`src/rtl/core/bdm_pkg.sv`:
```
// Shared types, constants and arithmetic helpers for the Bayer demosaic block.
// No dependencies; every other file of the block imports this package.
package bdm_pkg;

    localparam int MAX_WIDTH  = 2048;
    localparam int MAX_HEIGHT = 4096;
    localparam int MAX_BITS   = 16;
    localparam int COL_W      = $clog2(MAX_WIDTH);
    localparam int WID_W      = 12;
    localparam int HGT_W      = 13;
    localparam int IN_ROW_W   = 13;
    localparam int OUT_ROW_W  = 12;
    localparam int LEAD_W     = 13;
    localparam int SMP_W      = 16;
    localparam int WIN_N      = 5;
    localparam int SUM_W      = 22;
    localparam int BITS_W     = 5;
    localparam int CFG_IDX_W  = 3;
    localparam int CFG_DATA_W = 13;

    localparam logic [CFG_IDX_W-1:0] REG_PATTERN = 3'd0;
    localparam logic [CFG_IDX_W-1:0] REG_METHOD  = 3'd1;
    localparam logic [CFG_IDX_W-1:0] REG_BITS    = 3'd2;
    localparam logic [CFG_IDX_W-1:0] REG_WIDTH   = 3'd3;
    localparam logic [CFG_IDX_W-1:0] REG_HEIGHT  = 3'd4;

    localparam logic [1:0] METH_RAW   = 2'd0;
    localparam logic [1:0] METH_BILIN = 2'd1;

    typedef enum logic [1:0] {
        CLR_R,
        CLR_G,
        CLR_B
    } t_color;

    typedef logic [SMP_W-1:0]   t_smp;
    // one window column, index 0 is the top row
    typedef t_smp  [WIN_N-1:0]  t_column;
    // index 0 is the newest column (rightmost tap)
    typedef t_column [WIN_N-1:0] t_window;

    typedef struct packed {
        logic [SMP_W-1:0] sample;
        logic             flush;
    } t_in_word;

    typedef struct packed {
        logic [SMP_W-1:0] red;
        logic [SMP_W-1:0] green;
        logic [SMP_W-1:0] blue;
        logic             last_of_frame;
    } t_out_word;

    // effective configuration seen by the datapath
    typedef struct packed {
        logic [1:0]       pattern;
        logic [1:0]       method;
        logic [SMP_W-1:0] mx;
        logic [WID_W-1:0] width;
        logic [HGT_W-1:0] height;
    } t_cfg;

    typedef struct packed {
        logic signed [SUM_W-1:0] gn;
        logic signed [SUM_W-1:0] on;
        logic signed [SUM_W-1:0] dgn;
        logic signed [SUM_W-1:0] doxn;
        logic signed [SUM_W-1:0] hn;
        logic signed [SUM_W-1:0] vn;
        logic signed [SUM_W-1:0] dhn;
        logic signed [SUM_W-1:0] dvn;
    } t_sums;

    function automatic t_color f_cfa(input logic [1:0] pattern, input logic yodd,
                                     input logic xodd);
        t_color c;
        c = CLR_G;
        case (pattern)
            2'd0: c = (!yodd && !xodd) ? CLR_R : ((yodd && xodd) ? CLR_B : CLR_G);
            2'd1: c = (!yodd &&  xodd) ? CLR_R : ((yodd && !xodd) ? CLR_B : CLR_G);
            2'd2: c = (!yodd && !xodd) ? CLR_B : ((yodd && xodd) ? CLR_R : CLR_G);
            2'd3: c = (!yodd &&  xodd) ? CLR_B : ((yodd && !xodd) ? CLR_R : CLR_G);
            default: c = CLR_G;
        endcase
        return c;
    endfunction

    function automatic logic signed [SUM_W-1:0] f_sx(input logic [SMP_W-1:0] v);
        return $signed({{(SUM_W-SMP_W){1'b0}}, v});
    endfunction

    // arithmetic shift right that rounds toward zero
    function automatic logic signed [SUM_W-1:0] f_div_tz(input logic signed [SUM_W-1:0] v,
                                                         input int k);
        logic signed [SUM_W-1:0] bias;
        bias = v[SUM_W-1] ? ((SUM_W'(1) <<< k) - SUM_W'(1)) : '0;
        return (v + bias) >>> k;
    endfunction

    function automatic logic [SMP_W-1:0] f_clamp(input logic signed [SUM_W-1:0] v,
                                                 input logic [SMP_W-1:0] mx);
        logic [SMP_W-1:0] r;
        if (v[SUM_W-1]) begin
            r = '0;
        end else if (v > f_sx(mx)) begin
            r = mx;
        end else begin
            r = v[SMP_W-1:0];
        end
        return r;
    endfunction

endpackage

```
`src/rtl/core/bdm_cell.sv`:
```
// One window column cell: holds five vertical samples, passes them on per word.
// Depends on bdm_pkg.
module bdm_cell (
    input  logic             i_clk,
    input  logic             i_shift,
    input  bdm_pkg::t_column i_column,
    output bdm_pkg::t_column o_column
);
    import bdm_pkg::*;

    t_column r_column;

    always_ff @(posedge i_clk) begin
        if (i_shift) begin
            r_column <= i_column;
        end
    end

    assign o_column = r_column;

endmodule

```
`config.mk`:
```
export PLATFORM = sky130hd
export DESIGN_NAME = bdm_cell
export DESIGN_NICKNAME = d
export VERILOG_FILES = /design/src/rtl/core/bdm_pkg.sv /design/src/rtl/core/bdm_cell.sv
export SDC_FILE = /design/constraint.sdc
export NUM_CORES = 1
export LEC_CHECK = 0
export ABC_AREA = 1
export BUFFER_PORTS_ARGS = -buffer_cell sky130_fd_sc_hd__buf_2
export CORE_ASPECT_RATIO = 0.5
export CORE_UTILIZATION = 41
export CTS_BUF_LIST = sky130_fd_sc_hd__clkbuf_16
export CTS_CLUSTER_SIZE = 10
export DETAILED_ROUTE_END_ITERATION = 8
export GPL_TIMING_DRIVEN = 0
export PLACE_DENSITY_LB_ADDON = 0.05
export RECOVER_POWER = 25
export REMOVE_ABC_BUFFERS = 1
export SKIP_LAST_GASP = 1
export SLEW_MARGIN = 15
export SYNTH_ARGS = -nofsm -noshare
export SYNTH_HDL_FRONTEND = slang
export SYNTH_SLANG_ARGS = --single-unit
export TNS_END_PERCENT = 100
```
`constraint.sdc`:
```
create_clock -name i_clk -period 0.8 [get_ports i_clk]
set_clock_uncertainty 0.05 [all_clocks]
set_input_delay 0.04 -clock i_clk [delete_from_list [all_inputs] [get_ports i_clk]]
set_output_delay 0.04 -clock i_clk [all_outputs]
set_load 0.1 [all_outputs]
```
==> impl_metrics.toml <==
[min_path]
hp-class = "in2reg"
hold_depth = 1

[cts]
post_cts_buffers = 0
cts.clk_slew.worst_paths_ns = 0.06
htree_levels = 3
cts_tree = "built"
cts.path.max_buffers = 2
cts_root_buf = "clkbuf_16"
numCtsBuffers = 9
cts.sinks = 80

[placed_design]
place_inst = 315
port_buffers = 161
gp_congestion = 0.697

[floorplan]
floorplan.die.width_um = 110
floorplan.initialDensity = 0.432
die_area_mm2 = 0.00619
io_pins = 162
die_h_um = 56.1
rows = 19
core_area_mm2 = 0.00556

[critical_path]
cp.arrival_ns = 0.96
setup.worst_path.class = "reg2out"
cp_max_fo = 1
critical_path.endpoint_type = "primary output"
critPathLaunchType = "register"
slowest_delay_ns = 0.42
cp.depth = 1
worstPathCellList = "buf_6"
cp.required_ns = 0.71
critPathSlowestCell = "edfxtp_1"
worstPathBufferInverterCount = 1
path_delay_family = "flip-flops"

[logic_synthesis]
yosysTopAreaCellShare = 1.00
synth_area_per_cell_um2 = 30.0
synthCells = 80
syn_area_mm2 = 0.00240
yosys.area.top_type = "edfxtp_1"
yosysSeqAreaShare = 1.00
synth-seq-cells = 80
synthTopCellsByArea = "edfxtp_1"
yosysWarnings = 0
yosysUniqueCellTypes = 1

[sta]
fmax_mhz = 954
finalCriticalPeriod_ns = 1.05
final_max_slew_viol_count = 0
tns_ns = -18.34
relSlewSlack = 0.664
finalWorstSetupSlack_ns = -0.248
final-setup-viol-count = 125
hold_viol_final = 0
worst_pin_slew_ns = 0.504
rsz0062_at_grt = "yes"
fin_crit_sh = 1.31

[power_and_ir_drop]
powerDensity_mw_per_mm2 = 2510
ir_drop_uv = 2180
total_leakage_power_nw = 2.07
total_power_mw = 12.3

[routing]
drt_pass1_iterations = 4
vias_per_cell = 4.31
dr.first_iter.drc_count = 58
routedWlPerCell_um = 16.7
drt_wl_total_um = 6880
vias = 1770
ant_nets = 0
drt_drc_violations_left = 0

[run_status]
status = "finished with violations"
violations = "negative setup slack"

[final_layout]
fin_util = 0.878
multi_input_area_um2 = 0
drive_above_1_share = 0.515
area_delta_synth_final_pct = 103
multi_input_cells = 0
fillers = 237
layout.nets = 415
antenna_cells = 0
stdcell_count = 411
largest_register_ffs = 80

[global_routing]
antenna_found_initial = 0
grt_usage = 0.238
grt_max_degree = 46
gr-total-overflow = 0
first_global_vias = 1953
grt_pass1_wl_um = 10000

[run]
drv_cap = 0
-- per-stage QoR --
stage                     instance area [um^2]  setup WS, ns  hold WS, ns
after floorplan                           2400        -0.194       0.0889
after global placement                    3300        -0.935        0.167
after detailed placement                  3320        -0.360        0.168
after CTS                                 4880        -0.233       0.0613
after global routing                      4890        -0.284        0.265
final                                     4890        -0.248        0.264
-- layout make-up --
type	count	area [um^2]	share of cell area
repair buffers	242	2140	0.437
flip-flops and latches	80	2400	0.492
clock buffers	9	225	0.0461
well taps	73	91.3	0.0187
clock inverters	7	30.0	0.00615
-- final timing paths --
| path | start | to | slack, ns |
|---|---|---|---|
| setup / recovery | o_column[21]$_DFFE_PP_ | o_column[21] | -0.25 |
| hold / removal | i_shift | o_column[22]$_DFFE_PP_ | 0.26 |
-- synth_stat cells --
cell type,count
edfxtp_1,80
-- cell usage in the layout, fill, tap and decap left out, drive strengths merged --
cell type    instances
inv                  1
dlygate4sd3         80
clkinv               6
edfxtp              80
buf                161
clkbuf              10
-- logic make-up after synthesis --
| logic type | share of synthesized area |
|---|---|
| DFF | 1.00 |
-- per-layer routing --
layer | track usage | up-vias | wire (um)
li1 | - | 835 | -
met1 | 0.241 | 829 | 2450
met2 | 0.440 | 99 | 3730
met3 | 0.103 | 7 | 629
met4 | 0.0677 | 0 | 61
met5 | 0 | - | 0
-- timing repair --
action	CTS	global route
hold buffers	80	0
resized for setup	161	2
hold endpoints to repair	80	0
endpoints found under the setup margin	125	80
-- power by group --
group	switching, mW	internal, mW	leakage [nW]	total (mW)
logic	2.69	1.00	1.15	3.70
clock network	1.39	2.03	0.133	3.42
registers	0.169	5.00	0.783	5.17
(Power assumes the default switching activity.)
