**src/rtl/core/bdm_pkg.sv**
```systemverilog
// Shared types, constants and arithmetic helpers for the Bayer demosaic block.
// No dependencies; every other file of the block imports this package.
package bdm_pkg;

    localparam int MAX_WIDTH  = 2048;
    localparam int MAX_HEIGHT = 4096;
    localparam int MAX_BITS   = 16;
    localparam int COL_W      = $clog2(MAX_WIDTH);
    localparam int WID_W      = 12;
    localparam int HGT_W      = 13;
    localparam int IN_ROW_W   = 13;
    localparam int OUT_ROW_W  = 12;
    localparam int LEAD_W     = 13;
    localparam int SMP_W      = 16;
    localparam int WIN_N      = 5;
    localparam int SUM_W      = 22;
    localparam int BITS_W     = 5;
    localparam int CFG_IDX_W  = 3;
    localparam int CFG_DATA_W = 13;

    localparam logic [CFG_IDX_W-1:0] REG_PATTERN = 3'd0;
    localparam logic [CFG_IDX_W-1:0] REG_METHOD  = 3'd1;
    localparam logic [CFG_IDX_W-1:0] REG_BITS    = 3'd2;
    localparam logic [CFG_IDX_W-1:0] REG_WIDTH   = 3'd3;
    localparam logic [CFG_IDX_W-1:0] REG_HEIGHT  = 3'd4;

    localparam logic [1:0] METH_RAW   = 2'd0;
    localparam logic [1:0] METH_BILIN = 2'd1;

    typedef enum logic [1:0] {
        CLR_R,
        CLR_G,
        CLR_B
    } t_color;

    typedef logic [SMP_W-1:0]   t_smp;
    // one window column, index 0 is the top row
    typedef t_smp  [WIN_N-1:0]  t_column;
    // index 0 is the newest column (rightmost tap)
    typedef t_column [WIN_N-1:0] t_window;

    typedef struct packed {
        logic [SMP_W-1:0] sample;
        logic             flush;
    } t_in_word;

    typedef struct packed {
        logic [SMP_W-1:0] red;
        logic [SMP_W-1:0] green;
        logic [SMP_W-1:0] blue;
        logic             last_of_frame;
    } t_out_word;

    // effective configuration seen by the datapath
    typedef struct packed {
        logic [1:0]       pattern;
        logic [1:0]       method;
        logic [SMP_W-1:0] mx;
        logic [WID_W-1:0] width;
        logic [HGT_W-1:0] height;
    } t_cfg;

    typedef struct packed {
        logic signed [SUM_W-1:0] gn;
        logic signed [SUM_W-1:0] on;
        logic signed [SUM_W-1:0] dgn;
        logic signed [SUM_W-1:0] doxn;
        logic signed [SUM_W-1:0] hn;
        logic signed [SUM_W-1:0] vn;
        logic signed [SUM_W-1:0] dhn;
        logic signed [SUM_W-1:0] dvn;
    } t_sums;

    function automatic t_color f_cfa(input logic [1:0] pattern, input logic yodd,
                                     input logic xodd);
        t_color c;
        c = CLR_G;
        case (pattern)
            2'd0: c = (!yodd && !xodd) ? CLR_R : ((yodd && xodd) ? CLR_B : CLR_G);
            2'd1: c = (!yodd &&  xodd) ? CLR_R : ((yodd && !xodd) ? CLR_B : CLR_G);
            2'd2: c = (!yodd && !xodd) ? CLR_B : ((yodd && xodd) ? CLR_R : CLR_G);
            2'd3: c = (!yodd &&  xodd) ? CLR_B : ((yodd && !xodd) ? CLR_R : CLR_G);
            default: c = CLR_G;
        endcase
        return c;
    endfunction

    function automatic logic signed [SUM_W-1:0] f_sx(input logic [SMP_W-1:0] v);
        return $signed({{(SUM_W-SMP_W){1'b0}}, v});
    endfunction

    // arithmetic shift right that rounds toward zero
    function automatic logic signed [SUM_W-1:0] f_div_tz(input logic signed [SUM_W-1:0] v,
                                                         input int k);
        logic signed [SUM_W-1:0] bias;
        bias = v[SUM_W-1] ? ((SUM_W'(1) <<< k) - SUM_W'(1)) : '0;
        return (v + bias) >>> k;
    endfunction

    function automatic logic [SMP_W-1:0] f_clamp(input logic signed [SUM_W-1:0] v,
                                                 input logic [SMP_W-1:0] mx);
        logic [SMP_W-1:0] r;
        if (v[SUM_W-1]) begin
            r = '0;
        end else if (v > f_sx(mx)) begin
            r = mx;
        end else begin
            r = v[SMP_W-1:0];
        end
        return r;
    endfunction

endpackage

```
**src/rtl/core/bdm_filter.sv**
```systemverilog
// Interpolation datapath: edge masking and tap sums, then rounding, clamping
// and channel selection into the output register. Depends on bdm_pkg.
module bdm_filter (
    input  logic                          i_clk,
    input  logic                          i_rst_n,
    input  logic                          i_en,
    input  logic                          i_valid,
    input  logic [bdm_pkg::COL_W-1:0]     i_x,
    input  logic [bdm_pkg::OUT_ROW_W-1:0] i_y,
    input  logic                          i_last,
    input  bdm_pkg::t_window              i_win,
    input  bdm_pkg::t_cfg                 i_cfg,
    output logic                          o_valid,
    output bdm_pkg::t_out_word            o_word
);
    import bdm_pkg::*;

    logic [SMP_W-1:0] p [WIN_N][WIN_N];
    logic [13:0]      tx [WIN_N];
    logic [13:0]      ty [WIN_N];
    logic [WIN_N-1:0] colok;
    logic [WIN_N-1:0] rowok;
    t_sums            sums;

    t_sums            r_c_sums;
    logic             r_c_valid;
    logic [SMP_W-1:0] r_c_ctr;
    t_color           r_c_color;
    logic             r_c_red_row;
    logic [1:0]       r_c_method;
    logic [SMP_W-1:0] r_c_mx;
    logic             r_c_last;

    logic             r_out_valid;
    t_out_word        r_out_word;
    t_out_word        n_out_word;

    always_comb begin
        for (int j = 0; j < WIN_N; j++) begin
            tx[j]    = 14'({3'b0, i_x}) + 14'(j) - 14'd2;
            colok[j] = !tx[j][13] && (tx[j] < 14'({2'b0, i_cfg.width}));
            ty[j]    = 14'({2'b0, i_y}) + 14'(j) - 14'd2;
            rowok[j] = !ty[j][13] && (ty[j] < 14'({1'b0, i_cfg.height}));
        end
        // p[row][col], row/col 2 is the center; cell 0 holds the rightmost column
        for (int i = 0; i < WIN_N; i++) begin
            for (int j = 0; j < WIN_N; j++) begin
                p[i][j] = (rowok[i] && colok[j]) ? (i_win[WIN_N-1-j][i] & i_cfg.mx) : '0;
            end
        end
    end

    always_comb begin
        sums.gn   = f_sx(p[2][1]) + f_sx(p[2][3]) + f_sx(p[1][2]) + f_sx(p[3][2])
                  + SUM_W'(2);
        sums.on   = f_sx(p[1][1]) + f_sx(p[1][3]) + f_sx(p[3][1]) + f_sx(p[3][3])
                  + SUM_W'(2);
        sums.dgn  = -f_sx(p[2][0]) + (f_sx(p[2][1]) <<< 2) - (f_sx(p[2][3]) <<< 2)
                  + f_sx(p[2][4]) - f_sx(p[0][2]) + (f_sx(p[1][2]) <<< 2)
                  - (f_sx(p[3][2]) <<< 2) + f_sx(p[4][2]) + SUM_W'(4);
        sums.doxn = f_sx(p[0][0]) - f_sx(p[0][2]) + f_sx(p[0][4])
                  - f_sx(p[2][0]) - (f_sx(p[2][2]) <<< 1) - f_sx(p[2][4])
                  + f_sx(p[4][0]) - f_sx(p[4][2]) + f_sx(p[4][4]) + SUM_W'(4);
        sums.hn   = f_sx(p[2][1]) + f_sx(p[2][3]) + SUM_W'(1);
        sums.vn   = f_sx(p[1][2]) + f_sx(p[3][2]) + SUM_W'(1);
        sums.dhn  = -f_sx(p[2][0]) + SUM_W'(3) * f_sx(p[2][1])
                  - SUM_W'(3) * f_sx(p[2][3]) + f_sx(p[2][4]) + SUM_W'(2);
        sums.dvn  = -f_sx(p[0][2]) + SUM_W'(3) * f_sx(p[1][2])
                  - SUM_W'(3) * f_sx(p[3][2]) + f_sx(p[4][2]) + SUM_W'(2);
    end

    always_ff @(posedge i_clk) begin
        if (!i_rst_n) begin
            r_c_valid   <= 1'b0;
            r_out_valid <= 1'b0;
        end else if (i_en) begin
            r_c_valid   <= i_valid;
            r_out_valid <= r_c_valid;
        end
    end

    always_ff @(posedge i_clk) begin
        if (i_en) begin
            r_c_sums    <= sums;
            r_c_ctr     <= p[2][2];
            r_c_color   <= f_cfa(i_cfg.pattern, i_y[0], i_x[0]);
            r_c_red_row <= ~(i_cfg.pattern[1] ^ i_y[0]);
            r_c_method  <= i_cfg.method;
            r_c_mx      <= i_cfg.mx;
            r_c_last    <= i_last;
            r_out_word  <= n_out_word;
        end
    end

    always_comb begin
        logic signed [SUM_W-1:0] g, o, h, v, dg, dox, dh, dv;
        logic [SMP_W-1:0] gval, oval, hval, vval;
        g   = r_c_sums.gn >>> 2;
        o   = r_c_sums.on >>> 2;
        h   = r_c_sums.hn >>> 1;
        v   = r_c_sums.vn >>> 1;
        dg  = f_div_tz(r_c_sums.dgn, 3);
        dox = f_div_tz(r_c_sums.doxn, 3);
        dh  = f_div_tz(r_c_sums.dhn, 2);
        dv  = f_div_tz(r_c_sums.dvn, 2);
        if (r_c_method == METH_BILIN) begin
            gval = f_clamp(g, r_c_mx);
            oval = f_clamp(o, r_c_mx);
            hval = f_clamp(h, r_c_mx);
            vval = f_clamp(v, r_c_mx);
        end else begin
            gval = f_clamp(g + dg, r_c_mx);
            oval = f_clamp(o + dox, r_c_mx);
            hval = f_clamp(h + dh, r_c_mx);
            vval = f_clamp(v + dv, r_c_mx);
        end
        n_out_word.last_of_frame = r_c_last;
        n_out_word.red   = r_c_ctr;
        n_out_word.green = r_c_ctr;
        n_out_word.blue  = r_c_ctr;
        if (r_c_method != METH_RAW) begin
            case (r_c_color)
                CLR_R: begin
                    n_out_word.green = gval;
                    n_out_word.blue  = oval;
                end
                CLR_B: begin
                    n_out_word.green = gval;
                    n_out_word.red   = oval;
                end
                default: begin
                    n_out_word.red  = r_c_red_row ? hval : vval;
                    n_out_word.blue = r_c_red_row ? vval : hval;
                end
            endcase
        end
    end

    assign o_valid = r_out_valid;
    assign o_word  = r_out_word;

endmodule

```
**config.mk**
```make
export PLATFORM = sky130hd
export DESIGN_NAME = bdm_filter
export DESIGN_NICKNAME = d
export VERILOG_FILES = /design/src/rtl/core/bdm_pkg.sv /design/src/rtl/core/bdm_filter.sv
export SDC_FILE = /design/constraint.sdc
export NUM_CORES = 2
export LEC_CHECK = 0
export BUFFER_PORTS_ARGS = -buffer_cell sky130_fd_sc_hd__buf_2
export CORE_UTILIZATION = 45
export CTS_BUF_LIST = sky130_fd_sc_hd__clkbuf_8
export CTS_CLUSTER_SIZE = 10
export DETAILED_ROUTE_END_ITERATION = 12
export HOLD_SLACK_MARGIN = 0.12
export SETUP_SLACK_MARGIN = 0.05
export SLEW_MARGIN = 20
export SYNTH_ARGS = -nofsm -noshare
export SYNTH_HDL_FRONTEND = slang
export SYNTH_SLANG_ARGS = --single-unit
```
**constraint.sdc**
```tcl
create_clock -name i_clk -period 16.6 [get_ports i_clk]
set_input_delay 4.98 -clock i_clk [delete_from_list [all_inputs] [get_ports i_clk]]
set_output_delay 4.98 -clock i_clk [all_outputs]
set_load 0.01 [all_outputs]
```
==> summary.md <==
| Metric | Value |
|---|---|
| Crit path kind | in2reg |
| Die area | 0.0917 mm^2 |
| Global-route wire length before repair | 227000 um |
| Hold Crit Class | reg2reg |
| Setup_tns | 0 ns |
| Num ports | 523 |
| Crit. End Element | flip-flop |
| Most used DFF post-synth | edfxtp_1 |
| Leakage | 21.8 nW |
| Power density over cell area | 196 mW/mm^2 |
| Layout cells sized above 1 | 11.5% |
| Max-slew headroom | 20.3% |
| WL final | 159000 um |
| Global route overflow | 0 |
| Max Slew Vio Count | 0 |
| CP peak stage delay | 0.57 ns |
| Hold_ws | 0.434 ns |
| Crit path launch type | primary input |
| Max IR drop VDD | 0.000215 V |
| Reg2reg path depth | 26 |
| Final net count | 6303 |
| Initial DRC count | 3642 |
| CTS tree | built |
| Max Buffers Root-to-Sink | 3 |
| Setup Fix Bufs, Post-CTS | 0 |
| Mapped Cells | 4533 |
| Max_cap viols | 0 |
| Area Growth Syn to Fin | 10.5% |
| Core area | 0.0891 mm^2 |
| Fmax | 69.1 MHz |
| Post-synthesis sequential area ratio | 17.8% |
| Period utilisation layout | 87.2% |
| Cts repair resizes | 0 |
| R2R setup slack | 9.25 ns |
| Routability cong. | 0.995 |
| Row cnt | 109 |
| FF+latch count, synth | 242 |
| Die Wd | 303 um |
| Post-route cell area | 0.0450 mm^2 |
| Initial antenna violation count | 35 |
| TritonCTS Buffers | 40 |
| Period minus WS final | 14.47 ns |
| Slowest stage cell, crit path | fa_1 |
| Skew final | 0.0274 ns |
| Syn Nets | 5933 |
| Critical path required time | 16.93 ns |
| GRT Total Usage | 34.2% |
| Area share of fa/ha/maj cells after synthesis | 34.3% |
| Clk Latency, worst-skew pair | 0.62 ns |
| Ys async rst share | 0% |
| Final setup violation count | 0 |
| RSZ-0062 raised after global routing | false |
| Worst-margin pin slew | 1.19 ns |
| Post-DP HPWL | 133000 um |
| Outcome | complete, no violations |
| Via count | 36500 |
| DP Area | 0.0441 mm^2 |
| Syn avg cell area | 8.98 um^2 |
| Average wire per standard cell | 26.0 um |
| Hold buffers post-CTS | 0 |
| Die span in y | 303 um |
| CP arrival | 14.80 ns |
| Number of global-route vias before repair | 34500 |
| Post-synth EDFFs | 240 |
| Final hold vios | 0 |
| CP Max Fanout | 22 |
| Worst Hold Depth | 0 |
| Worst-path clk slew | 0.06 ns |
| # H-tree levels | 2 |
| Mapped Area | 0.0407 mm^2 |
| Largest family of logic cells by synthesized area | adder cells |
| Antenna-violating nets left | 0 |
| Synth cell types | 99 |
| IO Port Bufs | 394 |
| Synth Area in Compound Gates | 14.9% |
| Mux share of post-synthesis cell area | 2.35% |
| Starting Density | 45.7% |
| Residual DRC | 0 |
| Pre-Repair DR Iteration Count | 7 |
| # clock sinks | 242 |
| Largest net degree at the start of global routing | 101 |
| Synth warn | 0 |
| Clk root buf | clkbuf_8 |
| Synth Area in XOR/XNOR | 8.22% |
| Drt via density | 5.97 |
| Simple-gate area share of the yosys netlist | 16.1% |
[flip-flops by register name (all words and copies together), names as in the netlist]
| signal | flops |
|---|---|
| o_word | 49 |
| r_c_valid | 1 |
| r_c_mx | 16 |
| r_c_color | 2 |
| r_c_last | 1 |
| o_valid | 1 |
| r_c_ctr | 16 |
| r_c_red_row | 1 |
| r_c_sums | 153 |
| r_c_method | 2 |
[synth_stat cells, types with 7 or more instances]
library cell    n  share of area (%)
and4_1          9               0.19
o31a_1          9               0.19
nand2_1       195                1.8
o31ai_1        15               0.28
and2_1         19               0.29
o2111ai_1      12               0.26
o21bai_1       38               0.70
xnor2_1       257                5.5
clkbuf_1       94               0.87
a211oi_1       16               0.30
a22oi_1        16               0.30
a21o_1        104                1.9
a21oi_1       244                3.0
or3_1          30               0.46
and3_1        141                2.2
o21ai_0       146                1.8
a221o_1        13               0.32
nor3_1        118                1.5
a21boi_0       23               0.42
o22a_1         13               0.28
o21a_1         53               0.98
nor2b_1        71                1.1
o22ai_1         7               0.11
edfxtp_1      240                 18
nand3_1       282                3.5
a222oi_1       16               0.39
or2_2           9               0.14
mux2i_1        76                1.9
fa_1          311                 15
a31oi_1        33               0.51
inv_1         566                5.2
o21ai_1        10               0.12
mux2_4          7               0.26
nor2_1        295                2.7
xor2_1        125                2.7
a221oi_1       20               0.43
nand4_1        53               0.81
ha_1          616                 19
o221ai_1       17               0.37
nor4_1         15               0.23
nand2b_1       35               0.54
o41ai_1         8               0.17
buf_1          14               0.13
o211ai_1       20               0.37
[final timing paths]
path                              startpoint             to
worst max register to register  r_c_sums[43]     o_word[35]
worst min-delay path                r_c_last      o_word[0]
worst max-delay path                  i_y[1]  r_c_sums[105]
worst min register to register      r_c_last      o_word[0]
[stage by stage]
stage | cells | setup slack (ns) | power, mW | utilization, %
after floorplan | 4533 | 3.14 | 5.97 | -
after global placement | 6024 | 1.68 | 8.00 | 49.5
after detailed placement | 6026 | 1.61 | 8.06 | 49.5
after CTS | 6100 | 2.22 | 8.68 | 50.5
after global routing | 6111 | 1.61 | 9.52 | 50.5
final | 6118 | 2.13 | 8.82 | 50.5
[worst max-delay path: cells and delay by family]
family                   cells  cell delay, ns
AND/OR/NAND/NOR              9            2.24
adder cells (fa/ha/maj)      9            3.11
buffers and inverters        6            0.82
XOR/XNOR                     2            0.66
AO/OA/AOI/OAI               14            2.96
[cells by family after synthesis]
logic type,count (synthesis)
compound gates,902
xor+xnor,382
fa+ha+maj,929
buf+inv,683
flops,242
mux,90
simple gates,1305
[metal layers]
layer | track usage [%] | wire length [um]
met5 | 0 | 68
met4 | 15.5 | 7920
met3 | 6.22 | 15000
met2 | 50.8 | 66600
met1 | 48.2 | 69500
[placed cells by master (no fill, tap or decap), types with 71 or more instances in the layout]
master / instances
nor3_1: 115
a21oi_1: 244
xor2_1: 125
edfxtp_1: 240
and3_1: 141
nor2_1: 292
nand3_1: 282
inv_1: 574
a21o_1: 104
nor2b_1: 71
o21ai_0: 145
nand2_1: 195
xnor2_1: 257
ha_1: 616
fa_1: 311
buf_2: 395
mux2i_1: 76
[final cells by class]
cell class / count / area (um^2)
fillers: 8551 / 44000
multi-input cells: 3608 / 30900
flip-flops and latches: 242 / 7250
repair buffers: 445 / 2360
inverters: 566 / 2120
well taps: 1165 / 1460
clock buffers: 42 / 578
clock inverters: 32 / 279
diodes: 18 / 45.0
[where the power goes]
group / leakage, nW / internal (mW) / total, mW / switching [mW]
clock: 0.448 / 0.315 / 0.580 / 0.265
combinational: 19.0 / 2.68 / 6.89 / 4.20
sequential: 2.37 / 1.12 / 1.35 / 0.228
total: 21.8 / 4.12 / 8.82 / 4.70
Power figures use the tool's default switching activity.
